$ cat src/sv/fexp_pkg.sv
package fexp_pkg;

	// table resolution: entries per unit of the reduced argument
	localparam int STEPS_PER_UNIT = 256;
	localparam int ROM_HALF = (STEPS_PER_UNIT * 3) / 8 + 1;
	localparam int JW = $clog2(ROM_HALF + 1);
	localparam int TW = $clog2((2 ** 30) / STEPS_PER_UNIT + 1);

	localparam logic [31:0] X_LOW_BITS  = 32'h3F80_0000;
	localparam logic [31:0] X_HIGH_BITS = 32'h42B1_7218;
	localparam logic [32:0] INV_LN2_Q32 = 33'h1_7154_7653;
	// ln2 high part plus low part, q40
	localparam logic [39:0] LN2_Q40 = 40'hB1_7200_0000 + 40'h00_0017_F7D2;
	localparam logic [31:0] ONE_Q30 = 32'h4000_0000;
	localparam logic [31:0] SAT_BITS = 32'h7F7F_FFFF;

	typedef logic [ROM_HALF:0][23:0] rom_t;

	// stage 4 to stage 5 hand-off
	typedef struct packed {
		logic          valid;
		logic          oor;
		logic          neg;
		logic [JW-1:0] jm;
		logic [TW-1:0] tm;
		logic [7:0]    k;
	} red_t;

	// stage 6 to stage 7 hand-off
	typedef struct packed {
		logic        valid;
		logic        oor;
		logic [7:0]  k;
		logic [55:0] prod;
	} prd_t;

	// exp(+-mag/steps) in q23, taylor series in q60, evaluated at elaboration
	function automatic logic [23:0] rom_calc(int mag, bit neg);
		logic [63:0]  q;
		logic [63:0]  rem;
		logic [63:0]  y;
		logic [63:0]  term;
		logic [63:0]  sum;
		logic [127:0] pr;
		q = (64'(mag) << 52) / STEPS_PER_UNIT;
		rem = (64'(mag) << 52) % STEPS_PER_UNIT;
		y = (q << 8) + ((rem << 8) / STEPS_PER_UNIT);
		term = 64'd1 << 60;
		sum = 64'd1 << 60;
		for (int n = 1; n <= 24; n++) begin
			pr = 128'(term) * 128'(y);
			term = pr[123:60] / 64'(n);
			if (neg && (n % 2 == 1))
				sum = sum - term;
			else
				sum = sum + term;
		end
		return 24'((sum + (64'd1 << 36)) >> 37);
	endfunction

	function automatic rom_t rom_build(bit neg);
		rom_t r;
		for (int i = 0; i <= ROM_HALF; i++)
			r[i] = rom_calc(i, neg);
		return r;
	endfunction

	localparam rom_t ROM_POS = rom_build(1'b0);
	localparam rom_t ROM_NEG = rom_build(1'b1);

endpackage

$ cat src/sv/fexp_poly.sv
module fexp_poly (
	input  logic            clk,
	input  logic            arst_n,
	input  logic            en,
	input  fexp_pkg::red_t  red,
	output fexp_pkg::prd_t  prd
);
	import fexp_pkg::*;

	logic        v_s5, v_s6;
	logic        oor_s5, oor_s6;
	logic [7:0]  k_s5, k_s6;
	logic [31:0] p_s5;
	logic [23:0] rom_s5;
	logic [55:0] prod_s6;

	logic [2*TW:0] sq_c;
	logic [31:0]   t2_c;
	logic [31:0]   p_c;

	always_comb begin
		sq_c = (2*TW+1)'(red.tm) * (2*TW+1)'(red.tm) + (2*TW+1)'(ONE_Q30);
		t2_c = 32'(sq_c >> 31);
		if (red.neg)
			p_c = ONE_Q30 - 32'(red.tm) + t2_c;
		else
			p_c = ONE_Q30 + 32'(red.tm) + t2_c;
	end

	always_ff @(posedge clk or negedge arst_n) begin
		if (!arst_n) begin
			v_s5 <= 1'b0;
			v_s6 <= 1'b0;
		end else if (en) begin
			v_s5 <= red.valid;
			v_s6 <= v_s5;
		end
	end

	always_ff @(posedge clk) begin
		if (en) begin
			oor_s5 <= red.oor;
			k_s5 <= red.k;
			p_s5 <= p_c;
			rom_s5 <= red.neg ? ROM_NEG[red.jm] : ROM_POS[red.jm];
			oor_s6 <= oor_s5;
			k_s6 <= k_s5;
			prod_s6 <= 56'(p_s5) * 56'(rom_s5);
		end
	end

	always_comb begin
		prd.valid = v_s6;
		prd.oor = oor_s6;
		prd.k = k_s6;
		prd.prod = prod_s6;
	end

endmodule

$ cat config.mk
export PLATFORM = sky130hd
export DESIGN_NAME = fexp_poly
export DESIGN_NICKNAME = d
export VERILOG_FILES = /design/src/sv/fexp_pkg.sv /design/src/sv/fexp_poly.sv
export SDC_FILE = /design/constraint.sdc
export NUM_CORES = 2
export LEC_CHECK = 0
export BUFFER_PORTS_ARGS = -buffer_cell sky130_fd_sc_hd__buf_2
export CAP_MARGIN = 5
export CORE_ASPECT_RATIO = 0.75
export CORE_MARGIN = 4
export CORE_UTILIZATION = 30
export DETAILED_ROUTE_END_ITERATION = 7
export GPL_ROUTABILITY_DRIVEN = 0
export GPL_TIMING_DRIVEN = 0
export PLACE_DENSITY = 0.43
export REMOVE_ABC_BUFFERS = 1
export SKIP_LAST_GASP = 1
export SYNTH_ARGS = -nofsm -noshare
export SYNTH_HDL_FRONTEND = slang
export SYNTH_SLANG_ARGS = --single-unit
$ cat constraint.sdc
create_clock -name clk -period 14.08 [get_ports clk]
set_input_delay 3.52 -clock clk [delete_from_list [all_inputs] [get_ports clk]]
set_output_delay 3.52 -clock clk [all_outputs]
set_load 0.1 [all_outputs]
==> reports/qor.csv <==
stage,metric,value,unit
run_status,outcome,completed,
placement,DP HPWL,127000,um
detailed_routing,Pre-Repair DR Iteration Count,6,
timing,RSZ-0062 raised after global routing,no,
critical_path,peak fanout along the critical path,18,
die,die area,170000,um2
grt,vias in the first global route,41300,
timing,fmax,0.0729,GHz
clocking,Worst-path clk slew,0.07,ns
clocking,number of setup buffers added after CTS,0,
die,Die Span Y,358,um
clocking,clock latency on the worst-skew pair,0.53,ns
critical_path,Setup CP Type,input pin to flip-flop,
logic_synthesis,Yosys reg bits,131,
critical_path,CP max stage delay,0.74,ns
cells_and_area,Syn-to-layout area delta,8.46,%
detailed_routing,via count,38200,
grt,initial antenna violation count,9,
timing,minimum clock period,13.71,ns
clocking,CTS max path bufs,2,
logic_synthesis,post-synthesis cell type count,91,
hold_path,Hold Crit Class,flip-flop to flip-flop,
cells_and_area,layout cell share with drive strength beyond 1,0.0473,
detailed_routing,DRC,0,
critical_path,CP max stage cell,clkinvlp_4,
detailed_routing,DR iter-0 viols,3487,
timing,worst slew pin tran,1.46,ns
logic_synthesis,Post-synth EDFFs,129,
timing,fin. max-slew vios,0,
die,Starting Density,0.301,
detailed_routing,DRT antenna net count,0,
logic_synthesis,Ys Warns,0,
logic_synthesis,post-synthesis cell area,48900,um2
placement,PortBufs,109,
die,Placement Rows,128,
logic_synthesis,"FFs w/ async S/R, synth",0.0153,
clocking,clock root buffer,clkbuf_16,
critical_path,Worst EP arrival,13.94,ns
critical_path,Crit path top cell by count,fa_1,
timing,Fin Clk Skew,0.0326,ns
critical_path,CP Capture Type,flip-flop,
timing,Tcrit/Tclk final,0.974,
die,Placeable Area,162000,um2
cells_and_area,"most common cell after layout, fill and taps aside",inv_1,
timing,Final Hold Fails,0,
hold_path,hold depth,0,
logic_synthesis,"Seq/Total Area, Yosys",0.0803,
clocking,Sink Count,131,
cells_and_area,FF/Latch Area,3920,um2
grt,pin count of the biggest net entering global routing,94,
clocking,cts bufs inserted,17,
timing,Setup WS post-layout,0.368,ns
cells_and_area,Fill cells,17100,
placement,pre-CTS setup slack,-0.510,ns
logic_synthesis,Mapped Avg Cell Area,8.76,um2
cells_and_area,most frequent cells in the layout,"inv_1, fa_1, nand2_1",
timing,final setup violation count,0,
die,io pins,110,
clocking,H-tree Lvls,4,
critical_path,Worst EP required,14.31,ns
grt,Total GRT Usage,0.201,
critical_path,CP startpoint kind,input pin,
detailed_routing,WL per Instance,21.7,um
detailed_routing,via/cell ratio,5.01,
cells_and_area,Final Util,0.327,
logic_synthesis,"Top FF cell, synth",edfxtp_1,
critical_path,R2R depth,24,
grt,first-pass GRT wire length,259000,um
run,Max-cap violations,0,
cells_and_area,nets@finish,6957,
detailed_routing,Post-Route WL,165000,um
grt,total grt overflow,0,
logic_synthesis,Post-Syn Instances,5580,
clocking,TritonCTS clock tree,yes,
cells_and_area,area of the multi-input gates,39300,um2
timing,Slew HR,0.0283,
die,Die X,474,um
==> cell families (layout without fill, tap and decap cells) <==
group | count (synthesis) | in the layout | share of synthesized area
DFF | 131 | 131 | 0.0803
buffers and inverters | 1509 | 1402 | 0.116
xor gates and xnor gates | 104 | 104 | 0.0186
adders and majority gates | 1453 | 1453 | 0.530
other | 0 | 2 | 0
muxes | 23 | 23 | 0.00591
and+or+nand+nor | 1588 | 1588 | 0.147
AOI/OAI and AO/OA | 772 | 772 | 0.102
==> sequential cells by signal (all words and copies together) (netlist names) <==
| name | cells |
|---|---|
| k_s5 | 8 |
| k_s6 | 8 |
| oor_s5 | 1 |
| oor_s6 | 1 |
| p_s5 | 31 |
| prod_s6 | 56 |
| rom_s5 | 24 |
| v_s5 | 1 |
| v_s6 | 1 |
==> final timing paths <==
| check | startpoint | end | slack, ns |
|---|---|---|---|
| max in group asynchronous | arst_n | v_s6 | 11.20 |
| min reg2reg | k_s5[4] | k_s6[4] | 0.42 |
| max | red[19] | p_s5[22] | 0.37 |
| min in group asynchronous | arst_n | v_s5 | 2.78 |
| max reg2reg | p_s5[15] | prod_s6[55] | 5.27 |
| min | k_s5[4] | k_s6[4] | 0.42 |
==> cell type report <==
cell class	count	area share
Clock inverter	12	0.00203
Tap cell	2145	0.0506
Timing Repair Buffer	167	0.0383
Antenna cell	2	0.0000944
Sequential cell	131	0.0740
Clock buffer	20	0.00861
Inverter	1203	0.0853
Multi-Input combinational cell	3940	0.741
==> metal layers <==
layer	vias up	GRT usage	routed length (um)
li1	17000	-	-
met1	19700	0.302	79900
met2	1297	0.304	71500
met3	180	0.0300	10700
met4	4	0.0429	3300
met5	-	0	23
==> repair_timing <==
item                                    CTS  global route
endpoints found under the setup margin    0             9
gates resized for setup                   0             3
hold buffers                              0             0
==> worst max-delay path, delay by kind of cell <==
family,cells,cell delay (ns)
AND/OR/NAND/NOR,4,0.77
adder cells (fa/ha/maj),10,4.38
XOR/XNOR,2,0.34
AO/OA/AOI/OAI,13,3.23
buffers and inverters,6,1.62
==> Yosys cell counts, drive strengths merged, types with 21 or more instances <==
library cell  number  area [um2]
nand2            854        3210
inv             1196        4490
nor2             225         845
o21ai            192         968
nor3              36         180
buf               32         129
a21oi            214        1090
fa              1030       20600
nor2b             24         153
xnor2             75         657
and2             300        1880
nand3             51         255
a31oi             40         250
a21o              55         415
a211oi            41         313
a311oi            21         184
clkbuf           274        1030
edfxtp           129        3870
ha               423        5290
xor2              29         254
==> through the flow <==
step | hold slack (ns) | instance area [um2] | std cells | setup TNS [ns]
3_5_place_dp | 0.406 | 52300 | 7579 | -3.40
4_1_cts | 0.423 | 52800 | 7611 | 0
3_3_place_gp | 0.401 | 51000 | 7528 | -3.82
6_report | 0.420 | 53000 | 7620 | 0
5_1_grt | 0.426 | 53000 | 7618 | 0
2_1_floorplan | 0.400 | 47700 | 5274 | 0
Power is not shown: default switching activity piles up to over one toggle a cycle in this logic, so the estimate is an artifact.
