**config.mk**
```make
export PLATFORM = sky130hd
export DESIGN_NAME = fexp_reduce
export DESIGN_NICKNAME = d
export VERILOG_FILES = /design/src/sv/fexp_pkg.sv /design/src/sv/fexp_reduce.sv
export SDC_FILE = /design/constraint.sdc
export NUM_CORES = 2
export LEC_CHECK = 0
export BUFFER_PORTS_ARGS = -buffer_cell sky130_fd_sc_hd__buf_2
export CAP_MARGIN = 20
export CELL_PAD_IN_SITES_DETAIL_PLACEMENT = 0
export CELL_PAD_IN_SITES_GLOBAL_PLACEMENT = 1
export CORE_MARGIN = 1.5
export CORE_UTILIZATION = 37
export CTS_CLUSTER_DIAMETER = 80
export DETAILED_ROUTE_END_ITERATION = 7
export GPL_ROUTABILITY_DRIVEN = 0
export GPL_TIMING_DRIVEN = 0
export PLACE_DENSITY = 0.69
export SLEW_MARGIN = 15
export SYNTH_ARGS = -nofsm -noshare
export SYNTH_HDL_FRONTEND = slang
export SYNTH_SLANG_ARGS = --single-unit
```
**constraint.sdc**
```tcl
create_clock -name clk -period 18.6 [get_ports clk]
set_input_delay 2.79 -clock clk [delete_from_list [all_inputs] [get_ports clk]]
set_output_delay 2.79 -clock clk [all_outputs]
set_load 0.02 [all_outputs]
```
**src/sv/fexp_pkg.sv**
```systemverilog
package fexp_pkg;

	// table resolution: entries per unit of the reduced argument
	localparam int STEPS_PER_UNIT = 256;
	localparam int ROM_HALF = (STEPS_PER_UNIT * 3) / 8 + 1;
	localparam int JW = $clog2(ROM_HALF + 1);
	localparam int TW = $clog2((2 ** 30) / STEPS_PER_UNIT + 1);

	localparam logic [31:0] X_LOW_BITS  = 32'h3F80_0000;
	localparam logic [31:0] X_HIGH_BITS = 32'h42B1_7218;
	localparam logic [32:0] INV_LN2_Q32 = 33'h1_7154_7653;
	// ln2 high part plus low part, q40
	localparam logic [39:0] LN2_Q40 = 40'hB1_7200_0000 + 40'h00_0017_F7D2;
	localparam logic [31:0] ONE_Q30 = 32'h4000_0000;
	localparam logic [31:0] SAT_BITS = 32'h7F7F_FFFF;

	typedef logic [ROM_HALF:0][23:0] rom_t;

	// stage 4 to stage 5 hand-off
	typedef struct packed {
		logic          valid;
		logic          oor;
		logic          neg;
		logic [JW-1:0] jm;
		logic [TW-1:0] tm;
		logic [7:0]    k;
	} red_t;

	// stage 6 to stage 7 hand-off
	typedef struct packed {
		logic        valid;
		logic        oor;
		logic [7:0]  k;
		logic [55:0] prod;
	} prd_t;

	// exp(+-mag/steps) in q23, taylor series in q60, evaluated at elaboration
	function automatic logic [23:0] rom_calc(int mag, bit neg);
		logic [63:0]  q;
		logic [63:0]  rem;
		logic [63:0]  y;
		logic [63:0]  term;
		logic [63:0]  sum;
		logic [127:0] pr;
		q = (64'(mag) << 52) / STEPS_PER_UNIT;
		rem = (64'(mag) << 52) % STEPS_PER_UNIT;
		y = (q << 8) + ((rem << 8) / STEPS_PER_UNIT);
		term = 64'd1 << 60;
		sum = 64'd1 << 60;
		for (int n = 1; n <= 24; n++) begin
			pr = 128'(term) * 128'(y);
			term = pr[123:60] / 64'(n);
			if (neg && (n % 2 == 1))
				sum = sum - term;
			else
				sum = sum + term;
		end
		return 24'((sum + (64'd1 << 36)) >> 37);
	endfunction

	function automatic rom_t rom_build(bit neg);
		rom_t r;
		for (int i = 0; i <= ROM_HALF; i++)
			r[i] = rom_calc(i, neg);
		return r;
	endfunction

	localparam rom_t ROM_POS = rom_build(1'b0);
	localparam rom_t ROM_NEG = rom_build(1'b1);

endpackage

```
**src/sv/fexp_reduce.sv**
```systemverilog
module fexp_reduce (
	input  logic                clk,
	input  logic                arst_n,
	input  logic                en,
	input  logic                in_valid,
	input  logic [31:0]         x_bits,
	output fexp_pkg::red_t      red
);
	import fexp_pkg::*;

	logic        v_s1, v_s2, v_s3, v_s4;
	logic        oor_s1, oor_s2, oor_s3;
	logic [30:0] xfix_s1, xfix_s2;
	logic [7:0]  k_s2, k_s3;
	logic        neg_s3;
	logic [30:0] rmag_s3;
	red_t        red_s4;

	logic        oor_c;
	logic [7:0]  e_c;
	logic [3:0]  sh_c;
	logic [63:0] kprod_c;
	logic [47:0] a_c, b_c, mag_c;
	logic [47:0] rnd_c;
	logic [40:0] prod_c;
	logic [40:0] jm_c;
	logic [29:0] tm_c;

	always_comb begin
		oor_c = (x_bits <= X_LOW_BITS) || (x_bits >= X_HIGH_BITS);
		e_c = x_bits[30:23] - 8'd127;
		sh_c = {1'b0, e_c[2:0]} + 4'd1;
		kprod_c = 64'(xfix_s1) * 64'(INV_LN2_Q32) + (64'd1 << 55);
		a_c = 48'(xfix_s2) << 16;
		b_c = 48'(k_s2) * 48'(LN2_Q40);
		mag_c = (a_c < b_c) ? (b_c - a_c) : (a_c - b_c);
		rnd_c = (mag_c + 48'd512) >> 10;
		prod_c = 41'(rmag_s3) * 41'(STEPS_PER_UNIT);
		jm_c = prod_c >> 30;
		tm_c = 30'(prod_c[29:0] / STEPS_PER_UNIT);
		if (jm_c > 41'(ROM_HALF))
			jm_c = 41'(ROM_HALF);
	end

	always_ff @(posedge clk or negedge arst_n) begin
		if (!arst_n) begin
			v_s1 <= 1'b0;
			v_s2 <= 1'b0;
			v_s3 <= 1'b0;
			v_s4 <= 1'b0;
		end else if (en) begin
			v_s1 <= in_valid;
			v_s2 <= v_s1;
			v_s3 <= v_s2;
			v_s4 <= v_s3;
		end
	end

	always_ff @(posedge clk) begin
		if (en) begin
			// decode to q24
			oor_s1 <= oor_c;
			xfix_s1 <= 31'({1'b1, x_bits[22:0]}) << sh_c;
			// nearest multiple of ln2
			oor_s2 <= oor_s1;
			xfix_s2 <= xfix_s1;
			k_s2 <= kprod_c[63:56];
			// reduced argument, sign and magnitude q30
			oor_s3 <= oor_s2;
			k_s3 <= k_s2;
			neg_s3 <= a_c < b_c;
			rmag_s3 <= rnd_c[30:0];
			// table index and remainder
			red_s4.oor <= oor_s3;
			red_s4.neg <= neg_s3;
			red_s4.k <= k_s3;
			red_s4.jm <= jm_c[JW-1:0];
			red_s4.tm <= tm_c[TW-1:0];
		end
	end

	always_comb begin
		red.valid = v_s4;
		red.oor = red_s4.oor;
		red.neg = red_s4.neg;
		red.jm = red_s4.jm;
		red.tm = red_s4.tm;
		red.k = red_s4.k;
	end

endmodule

```
==> reports/metrics.csv <==
stage;metric;value;unit
status;outcome;finished clean;
critical_path;nature of the critical path endpoint;flip-flop;
global_route;total global-route track usage;0.199;
floorplanning;Top Ports;77;
critical_path;crit path kind;reg2reg;
logic_synthesis;Netlist Area Pre-Place;30900;µm²
timing;setup tns final;0;ns
place;Cell Area, Placed;32700;µm²
cts;cts hold-fix bufs;0;
floorplanning;core area;82400;µm²
detailed_routing;drt drc;0;
cts;clock tree from TritonCTS;yes;
global_route;initial antenna violation count;1;
logic_synthesis;Yosys top cell by area;fa_1;
logic_synthesis;register area share after synthesis;0.151;
floorplanning;Rows;105;
timing;Worst-Margin Slew;0.987;ns
timing;final worst setup slack;6.68;ns
floorplanning;Initial Util;0.375;
critical_path;Critical Path RT;18.86;ns
cts;postcts setup bufs;0;
detailed_routing;via count;20900;
logic_synthesis;syn_nets;4053;
critical_path;cell family with most CP delay;compound AO/OA/AOI/OAI gates;
cts;H-tree levels;4;
global_route;pin count of the biggest net entering global routing;83;
detailed_routing;drt first pass iters;5;
global_route;first-pass GRT wire length;129000;µm
critical_path;Slowest cell on crit path;fa_1;
cts;Root Buffer;clkbuf_16;
timing;Hold Fails Final Rpt;0;
layout;Final nets;4148;
global_route;vias in the first global route;22300;
layout;post-route cell area;33300;µm²
critical_path;CP most frequent cell;ha_1;
critical_path;WP depth;41;
critical_path;crit path max fanout;10;
logic_synthesis;Distinct cells, synth;87;
timing;final setup fails;0;
logic_synthesis;top-area cell type share of the netlist area;0.297;
hold_path;Min-Delay Path Class;reg2reg;
timing;fin crit share;0.641;
layout;layout cells sized above 1;0.0622;
critical_path;max incr delay on CP;0.79;ns
timing;WHS;0.418;ns
cts;Clk pin slew, worst setup/hold paths;0.08;ns
logic_synthesis;largest cells by area after synthesis;fa_1 30%, ha_1 23%, edfxtp_1 15%;
timing;Max Clock Skew;0.0216;ns
logic_synthesis;Avg Cell Area, Syn;10.4;µm²
detailed_routing;vias per inst;5.02;
place;dpl ws;6.61;ns
logic_synthesis;Post-synth EDFFs;152;
layout;Ant. Diodes;0;
logic_synthesis;synthesized instance count;2980;
detailed_routing;1st-iter DRT viols;940;
logic_synthesis;FF+latch count, synth;156;
floorplanning;die span in y;292;µm
timing;Slew headroom;0.342;
timing;Slew Viols, Final;0;
detailed_routing;Routed WL per cell;19.3;µm
logic_synthesis;synth cell count leaders;742 x inv_1, 579 x ha_1, 458 x fa_1;
critical_path;CP Launch Type;flip-flop;
cts;CTS Buf Count;17;
timing;fmax;83.9;MHz
critical_path;worst path buffer plus inverter count;7;
cts;Clock Path Buffers;2;
detailed_routing;antenna viol nets, final;0;
cts;post-cts gate resize count;0;
cts;# clock sinks;156;
timing;RSZ-0062 raised after global routing;false;
job;Max Cap Viol;0;
logic_synthesis;most frequent cell after synthesis;inv_1;
hold_path;Worst Hold Depth;0;
logic_synthesis;Post-synth ARST share;0.0256;
detailed_routing;WL final;80300;µm
floorplanning;die area;85300;µm²
place;Port Buffers;75;
layout;Area growth syn-to-layout;7.69;%
floorplanning;Horiz. Die Dim;292;µm
critical_path;Worst Path Arrival;12.18;ns
timing;fin crit period;11.92;ns
cts;clock latency on the worst-skew pair;0.51;ns
place;dpl hpwl;68800;µm
logic_synthesis;YS warnings;0;
critical_path;worst r2r path cells;41;
logic_synthesis;main flop type after synthesis;edfxtp_1;
global_route;remaining global-route overflow;0;
-- cells by family after synthesis --
kind of cell,after synthesis,synth area share
AO/OA/AOI/OAI,389,0.0836
XOR/XNOR,118,0.0334
adder cells (fa/ha/maj),1037,0.531
buffers and inverters,795,0.0977
flip-flops,156,0.151
multiplexers,70,0.0313
other,1,0.000121
AND/OR/NAND/NOR,414,0.0718
-- final cells by class --
| class | count | area [µm²] |
|---|---|---|
| buffer | 52 | 230 |
| clock buffer | 17 | 425 |
| clock inverter | 15 | 189 |
| fill | 8186 | 49100 |
| inverter | 743 | 2790 |
| multi-input combinational | 2029 | 23200 |
| sequential | 156 | 4660 |
| tap | 1070 | 1340 |
| timing repair buffer | 76 | 413 |
-- layout by cell type (no fill, tap or decap), drive strengths merged, types with 6 or more instances in the layout --
cell type	instances
a2111oi	6
a211oi	16
a21o	51
a21oi	92
a31o	8
a31oi	17
and2	20
and3	17
and4	6
buf	85
clkbuf	60
clkinv	8
edfxtp	152
fa	458
ha	579
inv	750
mux2	14
mux2i	36
mux4	20
nand2	86
nand2b	24
nand3	37
nand3b	10
nand4	23
nor2	82
nor2b	19
nor3	32
nor4	19
o211a	6
o211ai	13
o21a	17
o21ai	92
o21bai	10
o31ai	7
or2	14
or3	10
xnor2	68
xor2	50
-- state kept, by name, indices dropped and copies added (netlist names) --
name and flops:
k_s3 8, neg_s3 1, k_s2 8, v_s1 1
v_s4 1, rmag_s3 31, xfix_s1 31, oor_s1 1
oor_s3 1, red 39, xfix_s2 31, oor_s2 1
v_s2 1, v_s3 1
-- worst paths after layout --
| kind | from | slack [ns] | end |
|---|---|---|---|
| setup / recovery | k_s2[6] | 6.68 | rmag_s3[29] |
| hold / removal | k_s3[4] | 0.42 | red[4] |
| setup reg to reg | k_s2[6] | 6.68 | rmag_s3[29] |
| hold reg to reg | k_s3[4] | 0.42 | red[4] |
| max in group asynchronous | arst_n | 16.42 | v_s3 |
| min in group asynchronous | arst_n | 2.07 | v_s1 |
-- through the flow --
| stage | cells | utilization |
|---|---|---|
| final | 4158 | 0.404 |
| after global routing | 4158 | 0.404 |
| after detailed placement | 4126 | 0.397 |
| after global placement | 4125 | 0.396 |
| after CTS | 4158 | 0.404 |
| after floorplan | 2980 | - |
-- per-layer routing --
layer / global-route usage / part of all wire
met2: 0.348 / 0.50
met4: 0.0593 / 0.025
met3: 0.0232 / 0.030
met5: 0 / 0
met1: 0.258 / 0.44
Power is left out: the tool's default activity adds up to more than one toggle a clock period on the data nets, which glitch-free logic cannot reach.
