### src/sv/fexp_pkg.sv
package fexp_pkg;

	// table resolution: entries per unit of the reduced argument
	localparam int STEPS_PER_UNIT = 256;
	localparam int ROM_HALF = (STEPS_PER_UNIT * 3) / 8 + 1;
	localparam int JW = $clog2(ROM_HALF + 1);
	localparam int TW = $clog2((2 ** 30) / STEPS_PER_UNIT + 1);

	localparam logic [31:0] X_LOW_BITS  = 32'h3F80_0000;
	localparam logic [31:0] X_HIGH_BITS = 32'h42B1_7218;
	localparam logic [32:0] INV_LN2_Q32 = 33'h1_7154_7653;
	// ln2 high part plus low part, q40
	localparam logic [39:0] LN2_Q40 = 40'hB1_7200_0000 + 40'h00_0017_F7D2;
	localparam logic [31:0] ONE_Q30 = 32'h4000_0000;
	localparam logic [31:0] SAT_BITS = 32'h7F7F_FFFF;

	typedef logic [ROM_HALF:0][23:0] rom_t;

	// stage 4 to stage 5 hand-off
	typedef struct packed {
		logic          valid;
		logic          oor;
		logic          neg;
		logic [JW-1:0] jm;
		logic [TW-1:0] tm;
		logic [7:0]    k;
	} red_t;

	// stage 6 to stage 7 hand-off
	typedef struct packed {
		logic        valid;
		logic        oor;
		logic [7:0]  k;
		logic [55:0] prod;
	} prd_t;

	// exp(+-mag/steps) in q23, taylor series in q60, evaluated at elaboration
	function automatic logic [23:0] rom_calc(int mag, bit neg);
		logic [63:0]  q;
		logic [63:0]  rem;
		logic [63:0]  y;
		logic [63:0]  term;
		logic [63:0]  sum;
		logic [127:0] pr;
		q = (64'(mag) << 52) / STEPS_PER_UNIT;
		rem = (64'(mag) << 52) % STEPS_PER_UNIT;
		y = (q << 8) + ((rem << 8) / STEPS_PER_UNIT);
		term = 64'd1 << 60;
		sum = 64'd1 << 60;
		for (int n = 1; n <= 24; n++) begin
			pr = 128'(term) * 128'(y);
			term = pr[123:60] / 64'(n);
			if (neg && (n % 2 == 1))
				sum = sum - term;
			else
				sum = sum + term;
		end
		return 24'((sum + (64'd1 << 36)) >> 37);
	endfunction

	function automatic rom_t rom_build(bit neg);
		rom_t r;
		for (int i = 0; i <= ROM_HALF; i++)
			r[i] = rom_calc(i, neg);
		return r;
	endfunction

	localparam rom_t ROM_POS = rom_build(1'b0);
	localparam rom_t ROM_NEG = rom_build(1'b1);

endpackage

### src/sv/fexp_norm.sv
module fexp_norm (
	input  logic            clk,
	input  logic            arst_n,
	input  logic            en,
	input  fexp_pkg::prd_t  prd,
	output logic            valid,
	output logic [31:0]     result_bits,
	output logic            out_of_range
);
	import fexp_pkg::*;

	logic        v_s7;
	logic        oor_s7;
	logic [7:0]  k_s7;
	logic [55:0] prod_s7;
	logic [5:0]  lead_s7;
	logic        valid_q;
	logic [31:0] result_q;
	logic        oor_q;

	logic [5:0]         lead_c;
	logic [5:0]         sh_c;
	logic [55:0]        mant_c;
	logic [55:0]        rb_c;
	logic [55:0]        half_c;
	logic signed [10:0] biased_c;
	logic [31:0]        res_c;

	// leading one position
	always_comb begin
		lead_c = '0;
		for (int i = 0; i < 56; i++)
			if (prd.prod[i])
				lead_c = 6'(i);
	end

	// round to 24 bits, ties to even, then pack; saturate on overflow, zero on underflow or out of range
	always_comb begin
		sh_c = lead_s7 - 6'd23;
		rb_c = '0;
		half_c = '0;
		if (lead_s7 > 6'd23) begin
			mant_c = prod_s7 >> sh_c;
			rb_c = prod_s7 & ((56'd1 << sh_c) - 56'd1);
			half_c = 56'd1 << (sh_c - 6'd1);
			if (rb_c > half_c || (rb_c == half_c && mant_c[0]))
				mant_c = mant_c + 56'd1;
		end else begin
			mant_c = prod_s7 << (6'd23 - lead_s7);
		end
		biased_c = 11'sd127 + $signed({3'b000, k_s7}) + $signed({5'b00000, lead_s7})
			- 11'sd53;
		if (mant_c[24]) begin
			mant_c = mant_c >> 1;
			biased_c = biased_c + 11'sd1;
		end
		if (oor_s7)
			res_c = '0;
		else if (biased_c > 11'sd254)
			res_c = SAT_BITS;
		else if (biased_c < 11'sd1)
			res_c = '0;
		else
			res_c = {1'b0, biased_c[7:0], mant_c[22:0]};
	end

	always_ff @(posedge clk or negedge arst_n) begin
		if (!arst_n) begin
			v_s7 <= 1'b0;
			valid_q <= 1'b0;
		end else if (en) begin
			v_s7 <= prd.valid;
			valid_q <= v_s7;
		end
	end

	always_ff @(posedge clk) begin
		if (en) begin
			oor_s7 <= prd.oor;
			k_s7 <= prd.k;
			prod_s7 <= prd.prod;
			lead_s7 <= lead_c;
			result_q <= res_c;
			oor_q <= oor_s7;
		end
	end

	assign valid = valid_q;
	assign result_bits = result_q;
	assign out_of_range = oor_q;

endmodule
### config.mk
export PLATFORM = sky130hd
export DESIGN_NAME = fexp_norm
export DESIGN_NICKNAME = d
export VERILOG_FILES = /design/src/sv/fexp_pkg.sv /design/src/sv/fexp_norm.sv
export SDC_FILE = /design/constraint.sdc
export NUM_CORES = 1
export LEC_CHECK = 0
export ABC_CLOCK_PERIOD_IN_PS = 12320
export BUFFER_PORTS_ARGS = -buffer_cell sky130_fd_sc_hd__buf_2
export CAP_MARGIN = 15
export CORE_AREA = 10 10 249 251
export CTS_CLUSTER_DIAMETER = 30
export DETAILED_ROUTE_END_ITERATION = 12
export DIE_AREA = 0 0 259 261
export GPL_TIMING_DRIVEN = 0
export PLACE_DENSITY = 0.44
export SYNTH_ARGS = -nofsm -noshare
export SYNTH_HDL_FRONTEND = slang
export SYNTH_SLANG_ARGS = --single-unit
export TNS_END_PERCENT = 100
### constraint.sdc
create_clock -name clk -period 12.32 [get_ports clk]
set_clock_uncertainty 0.1 [all_clocks]
set_input_delay 1.848 -clock clk [delete_from_list [all_inputs] [get_ports clk]]
set_output_delay 1.848 -clock clk [all_outputs]
set_load 0.02 [all_outputs]
==> results of run 1 <==
[power breakdown]
| part | total (W) | internal [W] | leakage (nW) | switching [W] |
|---|---|---|---|---|
| Clock | 0.000323 | 0.000165 | 0.156 | 0.000159 |
| Combinational | 0.00121 | 0.000453 | 4.55 | 0.000759 |
| Sequential | 0.000490 | 0.000440 | 1.05 | 0.0000503 |
[sequential cells by signal, indices dropped and copies added, names as in the netlist]
register      count
valid             1
result_bits      31
out_of_range      1
oor_s7            1
k_s7              8
lead_s7           6
prod_s7          56
v_s7              1
[cell usage in the layout, fill, tap and decap left out, types with 13 or more instances in the layout]
cell type,synthesis,layout
a21oi_1,90,90
o21a_1,13,13
xnor2_1,35,35
nor2b_1,22,22
edfxtp_1,103,103
ha_1,83,83
buf_4,19,20
o31ai_1,37,37
inv_1,36,36
a21boi_0,13,13
o211ai_1,15,15
and2_1,32,32
nand2_1,150,150
buf_2,28,128
clkbuf_1,49,49
mux2i_1,105,105
xor2_1,18,18
nand3_1,78,78
nand4_1,21,21
a21o_1,15,15
nor2_1,128,128
mux4_2,58,58
nor3_1,27,27
o22ai_1,31,31
a22oi_1,17,17
mux2_2,85,85
a211oi_1,17,17
o21ai_0,80,80
[cell families after synthesis]
family                   after synthesis  synth area share [%]
adder cells (fa/ha/maj)               84                  7.50
buffers and inverters                149                  4.98
flip-flops                           105                  22.3
XOR/XNOR                              56                  3.63
multiplexers                         250                  23.6
AND/OR/NAND/NOR                      526                  18.1
AO/OA/AOI/OAI                        422                  19.9
other                                  1                0.0266
[worst max-delay path by stage]
stage                from  slack [ps]              end
2_1_floorplan  lead_s7[1]        4330  result_bits[21]
5_1_grt        lead_s7[1]         120   result_bits[4]
6_report       lead_s7[1]        1020  result_bits[21]
3_3_place_gp   lead_s7[1]         650   result_bits[9]
4_1_cts        lead_s7[1]         660   result_bits[4]
3_5_place_dp   lead_s7[1]         690   result_bits[4]
[final cells by class]
cell class	count	area, sq um
clock buffer	9	225
buffer	110	557
fill	6204	41200
timing repair buffer	103	541
sequential	105	3140
multi-input combinational	1339	10300
tap	765	957
inverter	38	143
clock inverter	7	92.6
[layer usage]
layer / GRT usage, % / wire, um / vias up
li1: - / - / 6327
met5: 0 / 12 / -
met4: 8.33 / 2890 / 2
met2: 30.3 / 30100 / 575
met3: 2.21 / 3870 / 120
met1: 24.2 / 27700 / 6941
[through the flow]
step / total power [W] / hold slack, ps / cell area (sq um)
3_3_place_gp: 0.00169 / 383 / 15600
2_1_floorplan: 0.00127 / 375 / 14100
6_report: 0.00203 / 404 / 15900
5_1_grt: 0.00214 / 436 / 15900
3_5_place_dp: 0.00168 / 392 / 15600
4_1_cts: 0.00201 / 411 / 15900
==> impl_metrics.toml, run 1 <==
[synthesis]
synth_seq_cells = 105
synth_area_leaders = "edfxtp_1 (22%), mux4_2 (9.3%), mux2i_1 (7.4%)"
syn_area_per_cell_sq_um = 8.86
synth_most_common_cell = "nand2_1"
yosysWarningCount = 0
synth_nets = 1746
synth_cell_types = 90
seq_area_frac_synth_pct = 22.3
yosys.area.top_type_share_pct = 21.9
yosysTopAreaCell = "edfxtp_1"
synth_common_cells = "nand2_1 (150), nor2_1 (128), mux2i_1 (105), edfxtp_1 (103), a21oi_1 (90)"
synth_ff_type = "edfxtp_1"
synth_edf_count = 103
synth-async-reset-ratio_pct = 1.90
syn-instance-count = 1593
synthesis.area_sq_mm = 0.0141

[worst_setup_path]
regToRegSetupSlack_ps = 1020
timing.rr.start = "lead_s7[1]"
crit_slowest_cell = "a2111oi_2"
cp_top_family = "simple AND/OR/NAND/NOR gates"
cp_data_arrival_time_ps = 11400
max_stage_delay_ps = 720
cp-start-kind = "flip-flop"
cp_common_cell = "clkbuf_1"
rr_endpoint = "result_bits[21]"
path_buf_inv = 8
crit_type = "reg -> reg"
worstPathRequired_ps = 12410
critPathMaxFanout = 10
cp_num_cells = 33
reg2reg_depth = 33
critPathCaptureType = "flip-flop"

[routing]
wirelength_um = 64600
dr.pass1.iters = 5
via_per_inst = 5.64
ant_nets = 0
routedWlPerCell_um = 26.1
drc_errors = 0
drt_iter0_markers = 1452
vias = 14000

[floorplan]
boundaryPins = 103
coreArea_sq_mm = 0.0571
die-area_sq_mm = 0.0676
rows = 88
initial_utilization_pct = 24.7
die_y_um = 261
die_width_um = 259

[clocking]
root_buffer = "clkbuf_16"
post_cts_buffers = 0
ctsResizeCount = 0
cts_tree = "yes"
numCtsBuffers = 9
htree_num_levels = 3
clock_path_buffers = 2
holdBufCountCts = 0
cts.sinks = 105
clock_latency_ps = 390
cts.reportedPaths.clkPinSlew_ps = 80

[hold_path]
hold_class = "reg -> reg"
hold_depth = 1
worstHoldStart = "v_s7"
whs_endpoint = "valid"

[global_routing]
grt_usage_pct = 18.5
gr-total-overflow = 0
grt_pass1_vias = 13800
grt_max_degree = 73
antenna_found_initial = 1
grt_pass1_wl_um = 94100

[sta]
timing.final.crit_share_pct = 91.7
setup_ws_ps = 1020
fmax_ghz = 0.0885
setup_tns_ps = 0
rsz0062_at_grt = "false"
tightest_slew_ps = 1080
drv_slew = 0
finalHoldViolations = 0
layout_min_cycle_time_ps = 11300
slew_headroom_pct = 27.4
setup_viol = 0

[pwr]
vdd_drop_max_mv = 0.0677
leakage_nw = 5.76
power_density_mw_per_mm2 = 127

[cells_and_area]
finalNonFillerCells = 2476
nets = 1859
drive_gt1_share_pct = 20.2
utilization_pct = 27.9
antenna_cells = 0
syn2layout_area_growth_pct = 12.9

[outcome]
status = "complete, no violations"

[place]
place_inst = 2460
routabilityCongestion = 1.02
post-place-ws_ps = 689
dpl.hpwl_um = 52300
portBuffers = 101

[run]
cap_violations = 0
Note: power is estimated with default switching activity, not from simulation.
==> run 2: changes to the inputs <==
- CORE_AREA: 10 10 249 251 -> 2 2 241 243
- DIE_AREA: 0 0 259 261 -> 0 0 243 245
==> impl_metrics.toml, run 2 (synthesis gave the netlist of run 1 again) <==
[pwr]
leakage_nw = 5.75
power_w = 0.00201
vdd_drop_max_mv = 0.0752
power_density_mw_per_mm2 = 126

[routing]
drt_iter0_markers = 1507
routedWlPerCell_um = 25.5
ant_nets = 0
dr.pass1.iters = 6
drc_errors = 0
via_per_inst = 5.71
wirelength_um = 63200
vias = 14100

[worst_setup_path]
rr_endpoint = "result_bits[20]"
cp_top_family = "simple AND/OR/NAND/NOR gates"
max_stage_delay_ps = 700
cp_data_arrival_time_ps = 11670
regToRegSetupSlack_ps = 750
reg2reg_depth = 35
path_buf_inv = 8
cp-start-kind = "flip-flop"
crit_type = "reg -> reg"
worstPathRequired_ps = 12420
critPathMaxFanout = 10
critPathCaptureType = "flip-flop"
timing.rr.start = "lead_s7[1]"
crit_slowest_cell = "edfxtp_1"

[hold_path]
hold_class = "reg -> reg"
worstHoldStart = "v_s7"
whs_endpoint = "v_s7"
hold_depth = 1

[place]
dpl.hpwl_um = 51200
portBuffers = 101
post-place-ws_ps = 1010
place_area_sq_mm = 0.0156
place_inst = 2460
routabilityCongestion = 0.996

[global_routing]
grt_max_degree = 72
grt_usage_pct = 20.9
gr-total-overflow = 0
grt_pass1_wl_um = 92600
grt_pass1_vias = 13900
antenna_found_initial = 2

[sta]
setup_viol = 0
layout_min_cycle_time_ps = 11570
tightest_slew_ps = 1130
setup_tns_ps = 0
drv_slew = 0
finalHoldViolations = 0
timing.final.crit_share_pct = 93.9
fmax_ghz = 0.0864
rsz0062_at_grt = "false"
setup_ws_ps = 749
slew_headroom_pct = 23.9

[cells_and_area]
final_cell_mix = "nand2_1 (150), buf_2 (128), nor2_1 (128)"
finalNonFillerCells = 2476
largest_reg_flops = 56
top_register = "prod_s7"
finalInstanceArea_sq_mm = 0.0159
antenna_cells = 0
drive_gt1_share_pct = 20.0
nets = 1859
final_common_cell = "nand2_1"
syn2layout_area_growth_pct = 12.9

[floorplan]
boundaryPins = 103
die-area_sq_mm = 0.0595
die_width_um = 243
rows = 88
coreArea_sq_mm = 0.0570
initial_utilization_pct = 24.8
die_y_um = 245

[outcome]
status = "complete, no violations"

[clocking]
holdBufCountCts = 0
root_buffer = "clkbuf_16"
cts.reportedPaths.clkPinSlew_ps = 80
cts.sinks = 105
htree_num_levels = 3
post_cts_buffers = 0
clock_latency_ps = 390
cts_tree = "yes"
numCtsBuffers = 9
ctsResizeCount = 0
clock_path_buffers = 2

[run]
cap_violations = 0
## run 2: cell type report
cell class              instances  area (sq um)
fillers                      6230         41100
multi-input cells            1339         10300
flip-flops and latches        105          3140
well taps                     765           957
plain buffers                 111           561
repair buffers                102           536
clock buffers                  10           229
inverters                      38           143
clock inverters                 6          81.3
## run 2: power by group
part	internal (W)	switching [W]
sequential	0.000440	0.0000505
clock	0.000163	0.000148
combinational	0.000454	0.000755
total	0.00106	0.000953
## run 2: worst register-to-register path: cells and delay by family (launching register included)
| kind | cells | cell delay, ps |
|---|---|---|
| and+or+nand+nor | 13 | 3670 |
| AOI/OAI and AO/OA | 8 | 2750 |
| buffers and inverters | 8 | 2370 |
| adders and majority gates | 4 | 1320 |
| DFF | 1 | 700 |
| muxes | 2 | 470 |
## run 2: through the flow
stage          hold WS [ps]  utilization [%]
2_1_floorplan           375                -
3_3_place_gp            384             27.3
3_5_place_dp            398             27.4
4_1_cts                 416             27.9
5_1_grt                 446             27.9
6_report                411             27.9
## run 2: routing by layer
metal | global-route usage, % | vias to the layer above | wire length [um]
met5 | 0 | - | 16
met4 | 10.2 | 2 | 3140
met3 | 3.26 | 135 | 4250
met2 | 34.1 | 658 | 29000
met1 | 27.0 | 7006 | 26900
li1 | - | 6332 | -
## run 2: worst max-delay path by stage
stage / from / endpoint / slack (ps) / cells after the start
after floorplan: lead_s7[1] / result_bits[21] / 4330 / 34
after global placement: lead_s7[1] / result_bits[10] / 1050 / 33
after detailed placement: lead_s7[1] / result_bits[20] / 1010 / 33
after CTS: lead_s7[1] / result_bits[20] / 980 / 33
after global routing: lead_s7[1] / result_bits[20] / 160 / 33
final: lead_s7[1] / result_bits[20] / 750 / 35
==> run 3: changes to the inputs <==
- ABC_AREA: unset -> 1
- CELL_PAD_IN_SITES_DETAIL_PLACEMENT: unset -> 0
- CELL_PAD_IN_SITES_GLOBAL_PLACEMENT: unset -> 2
- CORE_AREA: 2 2 241 243 -> 2 2 236 238
- DIE_AREA: 0 0 243 245 -> 0 0 238 240
- PLACE_DENSITY: 0.44 -> 0.67
==> impl_metrics.toml, run 3 <==
[sta]
tightest_slew_ps = 1050
layout_min_cycle_time_ps = 11530
fmax_ghz = 0.0867
drv_slew = 0
setup_tns_ps = 0
slew_headroom_pct = 29.6
finalHoldViolations = 0
setup_ws_ps = 789
rsz0062_at_grt = "false"
setup_viol = 0
timing.final.crit_share_pct = 93.6

[synthesis]
synth_cell_types = 68
synthesis.area_sq_mm = 0.0136
synth-async-reset-ratio_pct = 1.90
synth_ff_type = "edfxtp_1"
yosysTopAreaCell = "edfxtp_1"
synth_most_common_cell = "nand2_1"
synth_edf_count = 103
yosysWarningCount = 0
seq_area_frac_synth_pct = 23.2
syn_area_per_cell_sq_um = 6.39
synth_nets = 2275
syn-instance-count = 2122
synth_area_leaders = "edfxtp_1 (23%), nand2_1 (14%), ha_1 (7.7%)"
synth_seq_cells = 105
synth_common_cells = "nand2_1 (493), nor2_1 (273), inv_1 (255), o21ai_0 (181), a21oi_1 (148)"
yosys.area.top_type_share_pct = 22.8

[clocking]
numCtsBuffers = 9
htree_num_levels = 3
holdBufCountCts = 0
ctsResizeCount = 0
cts_tree = "yes"
clock_path_buffers = 2
root_buffer = "clkbuf_16"
cts.sinks = 105
post_cts_buffers = 0
clock_latency_ps = 390
cts.reportedPaths.clkPinSlew_ps = 80

[cells_and_area]
largest_reg_flops = 56
final_cell_mix = "nand2_1 (493), nor2_1 (273), inv_1 (255)"
finalInstanceArea_sq_mm = 0.0153
drive_gt1_share_pct = 9.77
final_common_cell = "nand2_1"
nets = 2389
top_register = "prod_s7"
syn2layout_area_growth_pct = 12.9
antenna_cells = 0

[global_routing]
grt_pass1_wl_um = 89700
grt_pass1_vias = 13800
grt_max_degree = 76
antenna_found_initial = 1
grt_usage_pct = 21.5
gr-total-overflow = 0

[pwr]
power_w = 0.00197
leakage_nw = 6.90
vdd_drop_max_mv = 0.0706
power_density_mw_per_mm2 = 128

[routing]
wirelength_um = 62000
drt_iter0_markers = 1139
vias = 14600
via_per_inst = 4.94
drc_errors = 0
dr.pass1.iters = 8
ant_nets = 0
routedWlPerCell_um = 21.1

[worst_setup_path]
cp_common_cell = "nand2_1"
critPathMaxFanout = 10
max_stage_delay_ps = 620
crit_type = "reg -> reg"
regToRegSetupSlack_ps = 790
critPathCaptureType = "flip-flop"
rr_endpoint = "result_bits[11]"
worstPathRequired_ps = 12360
reg2reg_depth = 52
timing.rr.start = "lead_s7[2]"
cp-start-kind = "flip-flop"
cp_data_arrival_time_ps = 11570
crit_slowest_cell = "edfxtp_1"

[floorplan]
die_y_um = 240
die_width_um = 238
boundaryPins = 103
rows = 86
die-area_sq_mm = 0.0571
coreArea_sq_mm = 0.0547
initial_utilization_pct = 24.8

[place]
routabilityCongestion = 0.922
dpl.hpwl_um = 53400
portBuffers = 101
place_area_sq_mm = 0.0150
post-place-ws_ps = 961

[outcome]
status = "complete, no violations"

[hold_path]
hold_depth = 2
worstHoldStart = "valid"
hold_class = "reg -> reg"
whs_endpoint = "valid"

[run]
cap_violations = 0
run 3: cell count changes after synthesis, moves of 35 or more:
cell / previous run / this run
o21ai_0: 80 / 181
inv_1: 36 / 255
mux2i_1: 105 / 47
a21oi_1: 90 / 148
mux4_2: 58 / 0
o31ai_1: 37 / 2
mux2_2: 85 / 0
nand2_1: 150 / 493
nor2_1: 128 / 273
o21ai_1: 3 / 53
run 3: power by group:
group          total (W)  internal [W]  switching [W]
sequential      0.000476      0.000441      0.0000341
clock           0.000328      0.000180       0.000147
combinational    0.00116      0.000364       0.000799
total            0.00197      0.000986       0.000980
run 3: cell families after synthesis:
group | Yosys count | share of synthesized area (%)
compound gates | 486 | 20.2
xor+xnor | 43 | 3.05
fa+ha+maj | 84 | 7.80
buf+inv | 371 | 11.4
flops | 105 | 23.2
mux | 47 | 3.47
other cells | 1 | 0.0276
simple gates | 985 | 30.8
run 3: layout make-up:
cell class / instances / area (sq um)
Fill cell: 6231 / 39300
Multi-Input combinational cell: 1646 / 8870
Sequential cell: 105 / 3140
Inverter: 274 / 1040
Tap cell: 704 / 881
Timing Repair Buffer: 103 / 541
Buffer: 97 / 510
Clock buffer: 9 / 225
Clock inverter: 7 / 103
run 3: how the worst max path moves through the flow:
stage	cells after the start	end	startpoint
finish	52	result_bits[11]	lead_s7[2]
detailed placement	52	result_bits[11]	lead_s7[2]
floorplan	51	result_bits[11]	lead_s7[2]
global placement	51	result_bits[11]	lead_s7[2]
CTS	52	result_bits[11]	lead_s7[2]
global route	52	result_bits[11]	lead_s7[2]
run 3: critical path: cells and delay by family, from the launching register on:
kind / cells / cell delay (ps)
DFF: 1 / 620
and+or+nand+nor: 29 / 5490
xor gates and xnor gates: 1 / 150
AOI/OAI and AO/OA: 7 / 1070
buffers and inverters: 13 / 3140
adders and majority gates: 2 / 680
run 3: through the flow:
| stage | std cells | utilization, % | hold slack, ps |
|---|---|---|---|
| 2_1_floorplan | 2122 | - | 378 |
| 5_1_grt | 2945 | 28.0 | 478 |
| 3_3_place_gp | 2927 | 27.4 | 390 |
| 4_1_cts | 2945 | 28.0 | 440 |
| 3_5_place_dp | 2929 | 27.4 | 424 |
| 6_report | 2945 | 28.0 | 427 |
run 3: layer usage:
layer | up-vias | GRT usage (%) | wire, um
met5 | - | 0 | 0
met4 | 0 | 7.95 | 2230
met3 | 96 | 2.81 | 2530
met2 | 375 | 36.3 | 29000
met1 | 6750 | 28.0 | 28200
li1 | 7338 | - | -
